### src/rtl/core/arxt_pkg.sv
// Package: shared constants, types and codes for the address range exclusion table.
`timescale 1ns / 1ps
`default_nettype none
package arxt_pkg;
  localparam int TableEntries = 16;
  localparam int IdxW = $clog2(TableEntries);
  localparam int CntW = $clog2(TableEntries + 1);
  localparam int GuardW = $clog2(TableEntries + 3);
  localparam logic [63:0] AllOnes = '1;

  typedef enum logic [2:0] {
    OP_ADD = 3'd0,
    OP_REMOVE = 3'd1,
    OP_RQUERY = 3'd2,
    OP_PQUERY = 3'd3,
    OP_GAP = 3'd4
  } op_t;

  typedef struct packed {
    logic load;
    logic scan_clr;
    logic scan_step;
    logic append;
    logic gap_jump;
    logic commit_count;
    logic res_load;
    logic res_hit;
    logic res_found;
    logic res_warn;
    logic res_status;
  } cmd_t;

  typedef struct packed {
    logic [2:0] op;
    logic full;
    logic scan_done;
    logic match;
    logic cur_ones;
    logic wrap;
    logic guard_done;
  } sts_t;
endpackage
`default_nettype wire

### src/rtl/core/arxt_if.sv
// Interfaces: valid/ready channels for request and result beats.
`timescale 1ns / 1ps
`default_nettype none
interface arxt_req_if;
  logic valid;
  logic ready;
  logic [2:0] operation;
  logic [63:0] range_start;
  logic [63:0] range_limit;
  logic [63:0] point_addr;
  logic [7:0] owner_tag;
  logic zone_kind;
  logic [63:0] alloc_size;
  logic [63:0] search_start;
  modport source(output valid, operation, range_start, range_limit, point_addr, owner_tag,
                 zone_kind, alloc_size, search_start, input ready);
  modport sink(input valid, operation, range_start, range_limit, point_addr, owner_tag,
               zone_kind, alloc_size, search_start, output ready);
endinterface

interface arxt_rsp_if;
  logic valid;
  logic ready;
  logic hit;
  logic found;
  logic [63:0] found_addr;
  logic overlap_warning;
  logic status;
  modport source(output valid, hit, found, found_addr, overlap_warning, status,
                 input ready);
  modport sink(input valid, hit, found, found_addr, overlap_warning, status,
               output ready);
endinterface
`default_nettype wire

### src/rtl/core/arxt_datapath.sv
// Datapath: entry registers, scan pointer, compare unit and result register.
`timescale 1ns / 1ps
`default_nettype none
module arxt_datapath (
  input wire logic clk,
  input wire logic rst,
  arxt_req_if.sink req,
  arxt_rsp_if.source rsp,
  input wire arxt_pkg::cmd_t cmd,
  output arxt_pkg::sts_t sts
);
  logic [63:0] e_start [arxt_pkg::TableEntries];
  logic [63:0] e_end [arxt_pkg::TableEntries];
  logic [7:0] e_owner [arxt_pkg::TableEntries];
  logic e_kind [arxt_pkg::TableEntries];
  logic [arxt_pkg::CntW-1:0] count, rd, wr;
  logic [arxt_pkg::GuardW-1:0] guard;
  logic [2:0] op;
  logic [63:0] a, b, pt, size, cur;
  logic [7:0] owner;
  logic kind;
  logic rv, r_hit, r_found, r_warn, r_status;
  logic [63:0] r_addr;
  logic [arxt_pkg::IdxW-1:0] ri, wi, ci;
  logic [63:0] s_i, e_i, stop;
  logic ovl, cont, own_eq;

  assign ri = rd[arxt_pkg::IdxW-1:0];
  assign wi = wr[arxt_pkg::IdxW-1:0];
  assign ci = count[arxt_pkg::IdxW-1:0];
  assign s_i = e_start[ri];
  assign e_i = e_end[ri];
  assign stop = cur + size;
  assign own_eq = e_owner[ri] == owner;
  always_comb begin
    ovl = 1'b0;
    cont = 1'b0;
    if (op == arxt_pkg::OP_GAP) ovl = (cur < e_i) && (stop > s_i);
    else ovl = (a < e_i) && (b > s_i);
    cont = (s_i <= pt) && (pt < e_i);
  end

  always_comb begin
    sts.op = op;
    sts.full = count >= arxt_pkg::CntW'(arxt_pkg::TableEntries);
    sts.scan_done = rd >= count;
    case (op)
      arxt_pkg::OP_PQUERY: sts.match = cont;
      arxt_pkg::OP_REMOVE: sts.match = own_eq;
      default: sts.match = ovl;
    endcase
    sts.cur_ones = cur == arxt_pkg::AllOnes;
    sts.wrap = (e_i + size) < e_i;
    sts.guard_done = guard > arxt_pkg::GuardW'(arxt_pkg::TableEntries + 1);
  end

  always_ff @(posedge clk) begin
    if (cmd.load) begin
      op <= req.operation; a <= req.range_start; b <= req.range_limit;
      pt <= req.point_addr; owner <= req.owner_tag; kind <= req.zone_kind;
      size <= req.alloc_size; cur <= req.search_start;
    end
    if (cmd.append) begin
      e_start[ci] <= a; e_end[ci] <= b; e_owner[ci] <= owner; e_kind[ci] <= kind;
    end
    if (cmd.scan_step && op == arxt_pkg::OP_REMOVE && !own_eq) begin
      e_start[wi] <= e_start[ri]; e_end[wi] <= e_end[ri];
      e_owner[wi] <= e_owner[ri]; e_kind[wi] <= e_kind[ri];
    end
    if (cmd.gap_jump) cur <= e_i;
    if (cmd.res_load) begin
      r_hit <= cmd.res_hit; r_found <= cmd.res_found; r_warn <= cmd.res_warn;
      r_status <= cmd.res_status; r_addr <= cmd.res_found ? cur : arxt_pkg::AllOnes;
    end
  end

  always_ff @(posedge clk) begin
    if (rst) begin
      count <= '0; rd <= '0; wr <= '0; guard <= '0; rv <= 1'b0;
    end else begin
      if (cmd.load) guard <= '0;
      if (cmd.scan_clr) begin
        rd <= '0; wr <= '0;
      end else if (cmd.scan_step) begin
        rd <= rd + 1'b1;
        if (op == arxt_pkg::OP_REMOVE && !own_eq) wr <= wr + 1'b1;
      end
      if (cmd.gap_jump) begin
        rd <= '0; guard <= guard + 1'b1;
      end
      if (cmd.append) count <= count + 1'b1;
      if (cmd.commit_count) count <= wr;
      if (cmd.res_load) rv <= 1'b1;
      else if (rsp.ready) rv <= 1'b0;
    end
  end

  assign req.ready = cmd.load;
  assign rsp.valid = rv;
  assign rsp.hit = r_hit;
  assign rsp.found = r_found;
  assign rsp.found_addr = r_addr;
  assign rsp.overlap_warning = r_warn;
  assign rsp.status = r_status;
  logic unused_kind;
  assign unused_kind = e_kind[0];
endmodule
`default_nettype wire

### src/rtl/core/arxt_ctrl.sv
// Controller: sequences scans, appends, compaction and gap-search jumps.
`timescale 1ns / 1ps
`default_nettype none
module arxt_ctrl (
  input wire logic clk,
  input wire logic rst,
  input wire logic req_valid,
  input wire logic rsp_busy,
  input wire arxt_pkg::sts_t sts,
  output arxt_pkg::cmd_t cmd
);
  typedef enum logic [3:0] {
    S_IDLE = 4'b0001, S_SCAN = 4'b0010, S_GAP = 4'b0100, S_DONE = 4'b1000
  } state_t;
  state_t state, state_next;

  always_comb begin
    cmd = '0;
    state_next = state;
    case (state)
      S_IDLE: begin
        cmd.load = !rsp_busy;
        if (req_valid && !rsp_busy) begin
          cmd.scan_clr = 1'b1;
          state_next = S_SCAN;
        end
      end
      S_SCAN: begin
        case (sts.op)
          arxt_pkg::OP_ADD: begin
            cmd.res_load = 1'b1;
            state_next = S_IDLE;
            if (sts.full) cmd.res_status = 1'b1;
            else if (sts.scan_done) cmd.append = 1'b1;
            else if (sts.match) begin
              cmd.res_warn = 1'b1; cmd.append = 1'b1;
            end else begin
              cmd.res_load = 1'b0; cmd.scan_step = 1'b1; state_next = S_SCAN;
            end
          end
          arxt_pkg::OP_REMOVE: begin
            if (sts.scan_done) begin
              cmd.commit_count = 1'b1; cmd.res_load = 1'b1; state_next = S_IDLE;
            end else cmd.scan_step = 1'b1;
          end
          arxt_pkg::OP_RQUERY, arxt_pkg::OP_PQUERY: begin
            if (sts.scan_done || sts.match) begin
              cmd.res_load = 1'b1; cmd.res_hit = !sts.scan_done; state_next = S_IDLE;
            end else cmd.scan_step = 1'b1;
          end
          arxt_pkg::OP_GAP: state_next = S_GAP;
          default: begin
            cmd.res_load = 1'b1; state_next = S_IDLE;
          end
        endcase
      end
      S_GAP: begin
        if (sts.cur_ones || sts.guard_done) begin
          cmd.res_load = 1'b1; state_next = S_IDLE;
        end else if (sts.scan_done) begin
          cmd.res_load = 1'b1; cmd.res_found = 1'b1; state_next = S_IDLE;
        end else if (sts.match) begin
          cmd.gap_jump = 1'b1;
          if (sts.wrap) state_next = S_DONE;
        end else cmd.scan_step = 1'b1;
      end
      S_DONE: begin
        cmd.res_load = 1'b1; state_next = S_IDLE;
      end
      default: state_next = S_IDLE;
    endcase
  end

  always_ff @(posedge clk) begin
    if (rst) state <= S_IDLE;
    else state <= state_next;
  end
endmodule
`default_nettype wire

### src/rtl/core/address_range_exclusion_table_top.sv
// Top level: address range exclusion table.
// One beat in flight: next request taken once the result register is empty.
// Throughput is set by the single entry-compare unit scanned one entry a cycle.
// Synchronous active-high reset empties the table and drops any pending result.
`timescale 1ns / 1ps
`default_nettype none
module address_range_exclusion_table_top (
  input wire logic clk,
  input wire logic rst,
  arxt_req_if.sink req,
  arxt_rsp_if.source rsp
);
  arxt_pkg::cmd_t cmd;
  arxt_pkg::sts_t sts;
  arxt_ctrl u_ctrl (
    .clk(clk), .rst(rst), .req_valid(req.valid), .rsp_busy(rsp.valid), .sts(sts), .cmd(cmd)
  );
  arxt_datapath u_dp (.clk(clk), .rst(rst), .req(req), .rsp(rsp), .cmd(cmd), .sts(sts));
endmodule
`default_nettype wire

### src/flat_wrapper.sv
// flat-port wrapper written by rule: the top's interface ports become plain ports
module address_range_exclusion_table_top_flat 
  (clk, rst, req_valid, req_operation, req_range_start, req_range_limit, req_point_addr, req_owner_tag, req_zone_kind, req_alloc_size, req_search_start, req_ready, rsp_valid, rsp_hit, rsp_found, rsp_found_addr, rsp_overlap_warning, rsp_status, rsp_ready);
  arxt_req_if req_i ();
  arxt_rsp_if rsp_i ();
  input wire logic clk;
  input wire logic rst;
  input wire logic [$bits(req_i.valid)-1:0] req_valid;
  input wire logic [$bits(req_i.operation)-1:0] req_operation;
  input wire logic [$bits(req_i.range_start)-1:0] req_range_start;
  input wire logic [$bits(req_i.range_limit)-1:0] req_range_limit;
  input wire logic [$bits(req_i.point_addr)-1:0] req_point_addr;
  input wire logic [$bits(req_i.owner_tag)-1:0] req_owner_tag;
  input wire logic [$bits(req_i.zone_kind)-1:0] req_zone_kind;
  input wire logic [$bits(req_i.alloc_size)-1:0] req_alloc_size;
  input wire logic [$bits(req_i.search_start)-1:0] req_search_start;
  output wire logic [$bits(req_i.ready)-1:0] req_ready;
  output wire logic [$bits(rsp_i.valid)-1:0] rsp_valid;
  output wire logic [$bits(rsp_i.hit)-1:0] rsp_hit;
  output wire logic [$bits(rsp_i.found)-1:0] rsp_found;
  output wire logic [$bits(rsp_i.found_addr)-1:0] rsp_found_addr;
  output wire logic [$bits(rsp_i.overlap_warning)-1:0] rsp_overlap_warning;
  output wire logic [$bits(rsp_i.status)-1:0] rsp_status;
  input wire logic [$bits(rsp_i.ready)-1:0] rsp_ready;
  assign req_i.valid = req_valid;
  assign req_i.operation = req_operation;
  assign req_i.range_start = req_range_start;
  assign req_i.range_limit = req_range_limit;
  assign req_i.point_addr = req_point_addr;
  assign req_i.owner_tag = req_owner_tag;
  assign req_i.zone_kind = req_zone_kind;
  assign req_i.alloc_size = req_alloc_size;
  assign req_i.search_start = req_search_start;
  assign req_ready = req_i.ready;
  assign rsp_valid = rsp_i.valid;
  assign rsp_hit = rsp_i.hit;
  assign rsp_found = rsp_i.found;
  assign rsp_found_addr = rsp_i.found_addr;
  assign rsp_overlap_warning = rsp_i.overlap_warning;
  assign rsp_status = rsp_i.status;
  assign rsp_i.ready = rsp_ready;
  address_range_exclusion_table_top u_core (.clk(clk), .rst(rst), .req(req_i), .rsp(rsp_i));
endmodule
### config.mk
export PLATFORM = sky130hd
export DESIGN_NAME = address_range_exclusion_table_top_flat
export DESIGN_NICKNAME = d
export VERILOG_FILES = /design/src/rtl/core/arxt_pkg.sv /design/src/rtl/core/arxt_if.sv /design/src/rtl/core/arxt_datapath.sv /design/src/rtl/core/arxt_ctrl.sv /design/src/rtl/core/address_range_exclusion_table_top.sv /design/src/flat_wrapper.sv
export SDC_FILE = /design/constraint.sdc
export NUM_CORES = 2
export LEC_CHECK = 0
export ABC_AREA = 1
export BUFFER_PORTS_ARGS = -buffer_cell sky130_fd_sc_hd__buf_2
export CAP_MARGIN = 25
export CORE_MARGIN = 1
export CORE_UTILIZATION = 29
export DETAILED_ROUTE_END_ITERATION = 8
export HOLD_SLACK_MARGIN = 0.06
export PLACE_DENSITY = 0.4
export RECOVER_POWER = 50
export SLEW_MARGIN = 20
export SYNTH_ARGS = -nofsm -noshare
export SYNTH_HDL_FRONTEND = slang
export SYNTH_SLANG_ARGS = --single-unit
export TNS_END_PERCENT = 50
### constraint.sdc
create_clock -name clk -period 55.4 [get_ports clk]
set_input_delay 13.85 -clock clk [delete_from_list [all_inputs] [get_ports clk]]
set_output_delay 13.85 -clock clk [all_outputs]
set_load 0.01 [all_outputs]
# Word level (Yosys, flattened, before mapping)
# Memories as Yosys holds them, arrays and structs flattened. A register that Yosys moved wholly into a read port is not among the register bits.
# Index checks and enable logic that the tools add are counted.
totals:
  ff_bits: 424
  latch_bits: 0
  mem_bits_rw: 2176
  rom_bits: 0
  out_inout_bits: 70
  memories: 3
op_classes:
  addsub: 6
  mul: 0
  div_mod_pow: 0
  order_cmp: 10
  n_eq_ne: 15
  n_shift: 0
  n_mux: 70
  bitwise_logic: 2
  reduce_logical: 27
memory_table:
  columns: ["memory", "words", "word_bits", "read_ports", "rd_ports_with_merged_regs", "wr", "line_no", "text"]
  rows:
  - ["u_core.u_dp.e_end", 16, 64, 1, 1, 1, "arxt_datapath.sv:13", "logic [63:0] e_end [arxt_pkg::TableEntries];"]
  - ["u_core.u_dp.e_start", 16, 64, 1, 1, 1, "arxt_datapath.sv:12", "logic [63:0] e_start [arxt_pkg::TableEntries];"]
  - ["u_core.u_dp.e_owner", 16, 8, 1, 1, 1, "arxt_datapath.sv:14", "logic [7:0] e_owner [arxt_pkg::TableEntries];"]
ops:
  columns: ["op", "count"]
  rows:
  - ["less-than comparator 64 bit", 4]
  - ["2-to-1 mux 64 bit", 4]
  - ["adder 64 bit", 2]
  - ["> comparator 64 bit", 2]
  - ["OR reduction 64 bit", 2]
  - ["== test 64 bit (second input constant)", 1]
  - ["<= comparator 64 bit", 1]
  - ["2-to-1 mux 4 bit", 16]
  - ["2-to-1 mux 1 bit", 31]
  - ["adder 5 x 1 -> 5 bit (second input constant)", 4]
  - ["2-to-1 mux 5 bit", 4]
  - ["case mux 4 bit (4 select lines)", 1]
  - ["2-to-1 mux 2 bit", 7]
  - ["case mux 4 bit (3 select lines)", 1]
  - ["== test 8 bit", 1]
  - ["2-to-1 mux 8 bit", 1]
  - ["OR reduction 8 bit", 1]
  - ["logical AND 1 bit", 7]
  - ["== test 3 x 2 -> 1 bit (second input constant)", 2]
  - ["inequality test 3 bit (second input constant)", 2]
  - ["case mux 1 bit (3 select lines)", 2]
  - ["nonzero test 2 bit", 3]
  - ["OR reduction 3 bit", 2]
  - [">= comparator 5 bit", 1]
  - ["other kinds (21)", 28]

# Depth between registers and ports, before layout
logic_depth:
  word_depth: 16
  ltp_mapped: 51
  depth_no_buf: 50

# By module
# Synthesis repeated with hierarchy kept, for this count alone.
hier_totals:
  cells_unflattened: 17467
  hier_area_um2: 149639.8
modules_own_cells:
  columns: ["mod", "instances", "cells_per_inst", "area_per_inst_um2", "seq_area_each_um2"]
  rows:
  - ["arxt_datapath", 1, 17383, 149131.8, 77824.6]
  - ["arxt_ctrl", 1, 84, 508.0, 80.1]

# Worst setup path after synthesis
# OpenSTA, ideal clock, no wires.
synth_timing:
  path_kind: "register -> output"
  startpoint: "register u_core.u_ctrl.state[1]"
  endpoint: "output req_ready"
  arrival_ns: 26.170
  required_time_ns: 41.550
  slack_ns: 15.380
  path_stages_with_launch: 2
  n_path_buf: 0
  path_cell_list: "dfxtp_1 -> nor4_1"
synth_via:
  elab_chain_len: 2
synth_lines:
  columns: ["element", "line_no", "text"]
  rows:
  - ["start: declaration", "arxt_ctrl.sv:15", "state_t state, state_next;"]
  - ["start signal: assignment", "arxt_ctrl.sv:76", "else state <= state_next;"]
  - ["== test 4 x 1 -> 1 bit", "arxt_ctrl.sv:20", "case (state)"]
  - ["2-to-1 mux 2 bit", "arxt_ctrl.sv:20", null]
  - ["end: declaration", "flat_wrapper.sv:17", "output wire logic [$bits(req_i.ready)-1:0] req_ready;"]
# Every way passes these cells.

==> impl_metrics.yaml <==
cts:
  holdBufCountCts: 0
  path_clk_slew_ns: 0.06
  cts_buffers: 299
  cts_sinks: 2604
  cts_max_path_buffers: 4
  cts_setup_buffers: 0
  cts_max_level: 5
  tritoncts: "built"
  clkLatencyLatePin_ns: 0.92
  cts_root_buf: "clkbuf_16"
  cts_repair_resize_count: 0
timing:
  hold_violations: 0
  skew_ns: 0.0469
  slew_headroom_pct: -463
  setup_ws_ns: 21.69
  rsz0062_at_grt: "false"
  setup_tns_ns: 0
  fmax_mhz: 29.7
  period_share_pct: 60.8
  worstMarginPinSlew_ns: 8.44
  final_max_slew_viol_count: 2134
  period_needed_ns: 33.71
  setup_viol: 0
min_path:
  hold_class: "flop to flop"
logic_synthesis:
  synth_simple_gate_area_share_pct: 8.96
  synth_top_family_by_area: "compound AO/OA/AOI/OAI gates"
  syn_area_um2: 118000
  ys_seq_area_share_pct: 66.2
  syn_avg_cell_area_um2: 11.9
  async_reset_ff_share_pct: 0
  syn_nets: 10800
  yosysWarningCount: 0
  synth_edf_count: 2575
  syn_inst: 9897
  yosys-mux-area-fraction_pct: 0
  synthXorXnorAreaFrac_pct: 1.03
  ys_seq_elements: 2604
  synth_compound_area_share_pct: 14.2
  yosysUniqueCellTypes: 66
  synth_ff_type: "edfxtp_1"
  synth_fa_ha_area_share_pct: 6.19
worst_setup_path:
  start_kind: "flop"
  critical_path_buf_inv_count: 8
  cpMaxStageDelayCell: "clkbuf_1"
  worst_path_most_repeated_cell: "nand2_1"
  crit_required_ns: 55.27
  crit_type: "flop to flop"
  max_stage_delay_ns: 5.64
  critPathTopFamily: "buffers and inverters"
  path_max_fanout: 179
  worstPathArrival_ns: 33.58
  cp-end-kind: "flop"
pwr:
  leakagePower_nw: 48.0
  vdd_drop_max_mv: 0.0250
  power.total_mw: 5.78
  powerDensity_nw_per_um2: 42.6
final_layout:
  layout-drive-gt1-share_pct: 9.88
  final_cells: 16100
  seq_area_um2: 77900
  fillerInstances: 40400
  num-nets-final: 11300
  multiInputGateArea_um2: 35800
  area_growth_syn_to_layout_pct: 15.3
route:
  viasPerCell: 5.23
  drc_errors: 0
  drtIter0Drc: 8338
  ant_nets: 0
  routed_wl_um: 481000
  num_vias: 84000
  drt_first_pass_iters: 6
  routedWlPerCell_um: 30.0
status:
  outcome: "finished, violations left"
  violations: "capacitance limit, slew limit"
job:
  cap_viol_max_count: 57
global_route:
  first_global_vias: 80000
  grt_max_degree: 192
  grt_first_pass_wirelength_um: 652000
  grt_util_all_layers_pct: 22.8
  antenna_found_initial: 57
  grt_overflow: 0
placement:
  dp_slack_ns: 40.01
  io_buffers: 404
  dp_cells: 15500
  dp_hpwl_um: 322000
  gp_congestion: 0.938
floorplanning:
  fp.dieArea_um2: 409000
  die_x_um: 639
  std_cell_rows: 233
  io_pins: 406
  fp.dieH_um: 639
  core_um2: 403000
  initial_utilization_pct: 29.2
==> tightest hold or removal path, cell delays in order (launching register included) <==
cell and delay [ns]:
dfxtp_1 0.32, nand2_1 0.06, a21oi_1 0.05
==> cell type report <==
class | instances | share of cell area [%]
repair buffers | 687 | 2.86
clock buffers | 369 | 5.81
well taps | 5405 | 4.98
multi-input cells | 6253 | 26.4
clock inverters | 163 | 1.00
inverters | 536 | 1.52
diodes | 34 | 0.0626
flip-flops and latches | 2604 | 57.4
==> power by group <==
group	total [mW]	leakage [nW]	switching [mW]	internal, mW
Sequential	2.64	23.6	0.181	2.45
Clock	1.91	4.50	0.825	1.08
Combinational	1.24	19.9	0.882	0.358
==> kinds of logic (layout without fill, tap and decap cells) <==
family,count (synthesis),in the layout
and+or+nand+nor,2631,2631
DFF,2604,2604
xor gates and xnor gates,139,139
other,0,34
AOI/OAI and AO/OA,2902,2902
buffers and inverters,1040,1755
adders and majority gates,581,581
==> synthesized netlist by cell type (all sizes together), types with 9 or more instances <==
master	count	area share (%)
a211oi	20	0.13
o32ai	11	0.082
a21o	12	0.077
o22ai	307	1.6
o211ai	112	0.72
ha	579	6.2
or2	10	0.053
nor4	41	0.22
o21ai	1586	6.7
nor3	34	0.15
a21oi	423	1.8
edfxtp	2575	66
nand4	72	0.38
o221ai	237	1.8
inv	535	1.7
o21a	25	0.16
nor2	1351	4.3
buf	72	0.38
nand3	159	0.69
dfxtp	29	0.49
nand2	954	3.1
o2111ai	9	0.067
clkbuf	432	1.4
a31oi	51	0.27
a21boi	9	0.057
xnor2	45	0.33
o21bai	78	0.50
xor2	94	0.70
==> flip-flops by register name, indices dropped and copies added (netlist names), 8 cells and up, named ones only <==
signal                      cells
u_core.u_dp.e_start          1024
u_core.u_dp.pt                 64
u_core.u_dp.e_end            1024
u_core.u_dp.size               64
u_core.u_dp.a                  64
u_core.u_dp.rsp.found_addr     64
u_core.u_dp.b                  64
u_core.u_dp.cur                64
u_core.u_dp.owner               8
u_core.u_dp.e_owner           128
==> metal layers <==
layer	up-vias	part of all wire (%)	global-route usage [%]
met5	-	0.014	0
met4	10	3.6	7.14
met3	588	5.5	2.75
met2	2670	46	36.5
met1	43000	45	32.1
li1	37700	-	-
==> per-stage QoR <==
stage / util [%] / hold slack, ns / cell area [um^2]
after floorplan: - / 0.452 / 118000
after global placement: 31.5 / 0.469 / 127000
after detailed placement: 31.5 / 0.475 / 127000
after CTS: 33.8 / 0.483 / 136000
after global routing: 33.6 / 0.505 / 136000
final: 33.7 / 0.479 / 136000
==> final timing paths <==
check                                      startpoint                                   to  slack [ns]  cells after the start
setup / recovery                                 flop   u_core.u_dp.e_end[0][28]$_DFFE_PP_       21.69                     33
hold / removal    u_core.u_ctrl.state[2]$_SDFFE_PP0P_  u_core.u_ctrl.state[2]$_SDFFE_PP0P_        0.48                      2
setup reg to reg                                 flop   u_core.u_dp.e_end[0][28]$_DFFE_PP_       21.69                     33
hold reg to reg   u_core.u_ctrl.state[2]$_SDFFE_PP0P_  u_core.u_ctrl.state[2]$_SDFFE_PP0P_        0.48                      2
==> cells in the final DEF, fill, tap and decap left out, drive strengths merged, types with 9 or more instances in the layout <==
cell / synthesis / final
clkbuf: 432 / 479
o2111ai: 9 / 9
nand4: 72 / 72
a21oi: 423 / 423
o221ai: 237 / 237
o22ai: 307 / 307
clkinv: 1 / 128
a31oi: 51 / 51
edfxtp: 2575 / 2575
dfxtp: 29 / 29
nor4: 41 / 41
o21ai: 1586 / 1586
a21boi: 9 / 9
clkinvlp: 0 / 9
ha: 579 / 579
o21bai: 78 / 78
bufinv: 0 / 14
buf: 72 / 577
a21o: 12 / 12
diode: 0 / 34
o32ai: 11 / 11
o21a: 25 / 25
xor2: 94 / 94
a211oi: 20 / 20
nand2: 954 / 954
nand3: 159 / 159
inv: 535 / 548
or2: 10 / 10
o211ai: 112 / 112
xnor2: 45 / 45
nor2: 1351 / 1351
nor3: 34 / 34
No activity file was read; power rests on OpenSTA's default activity.
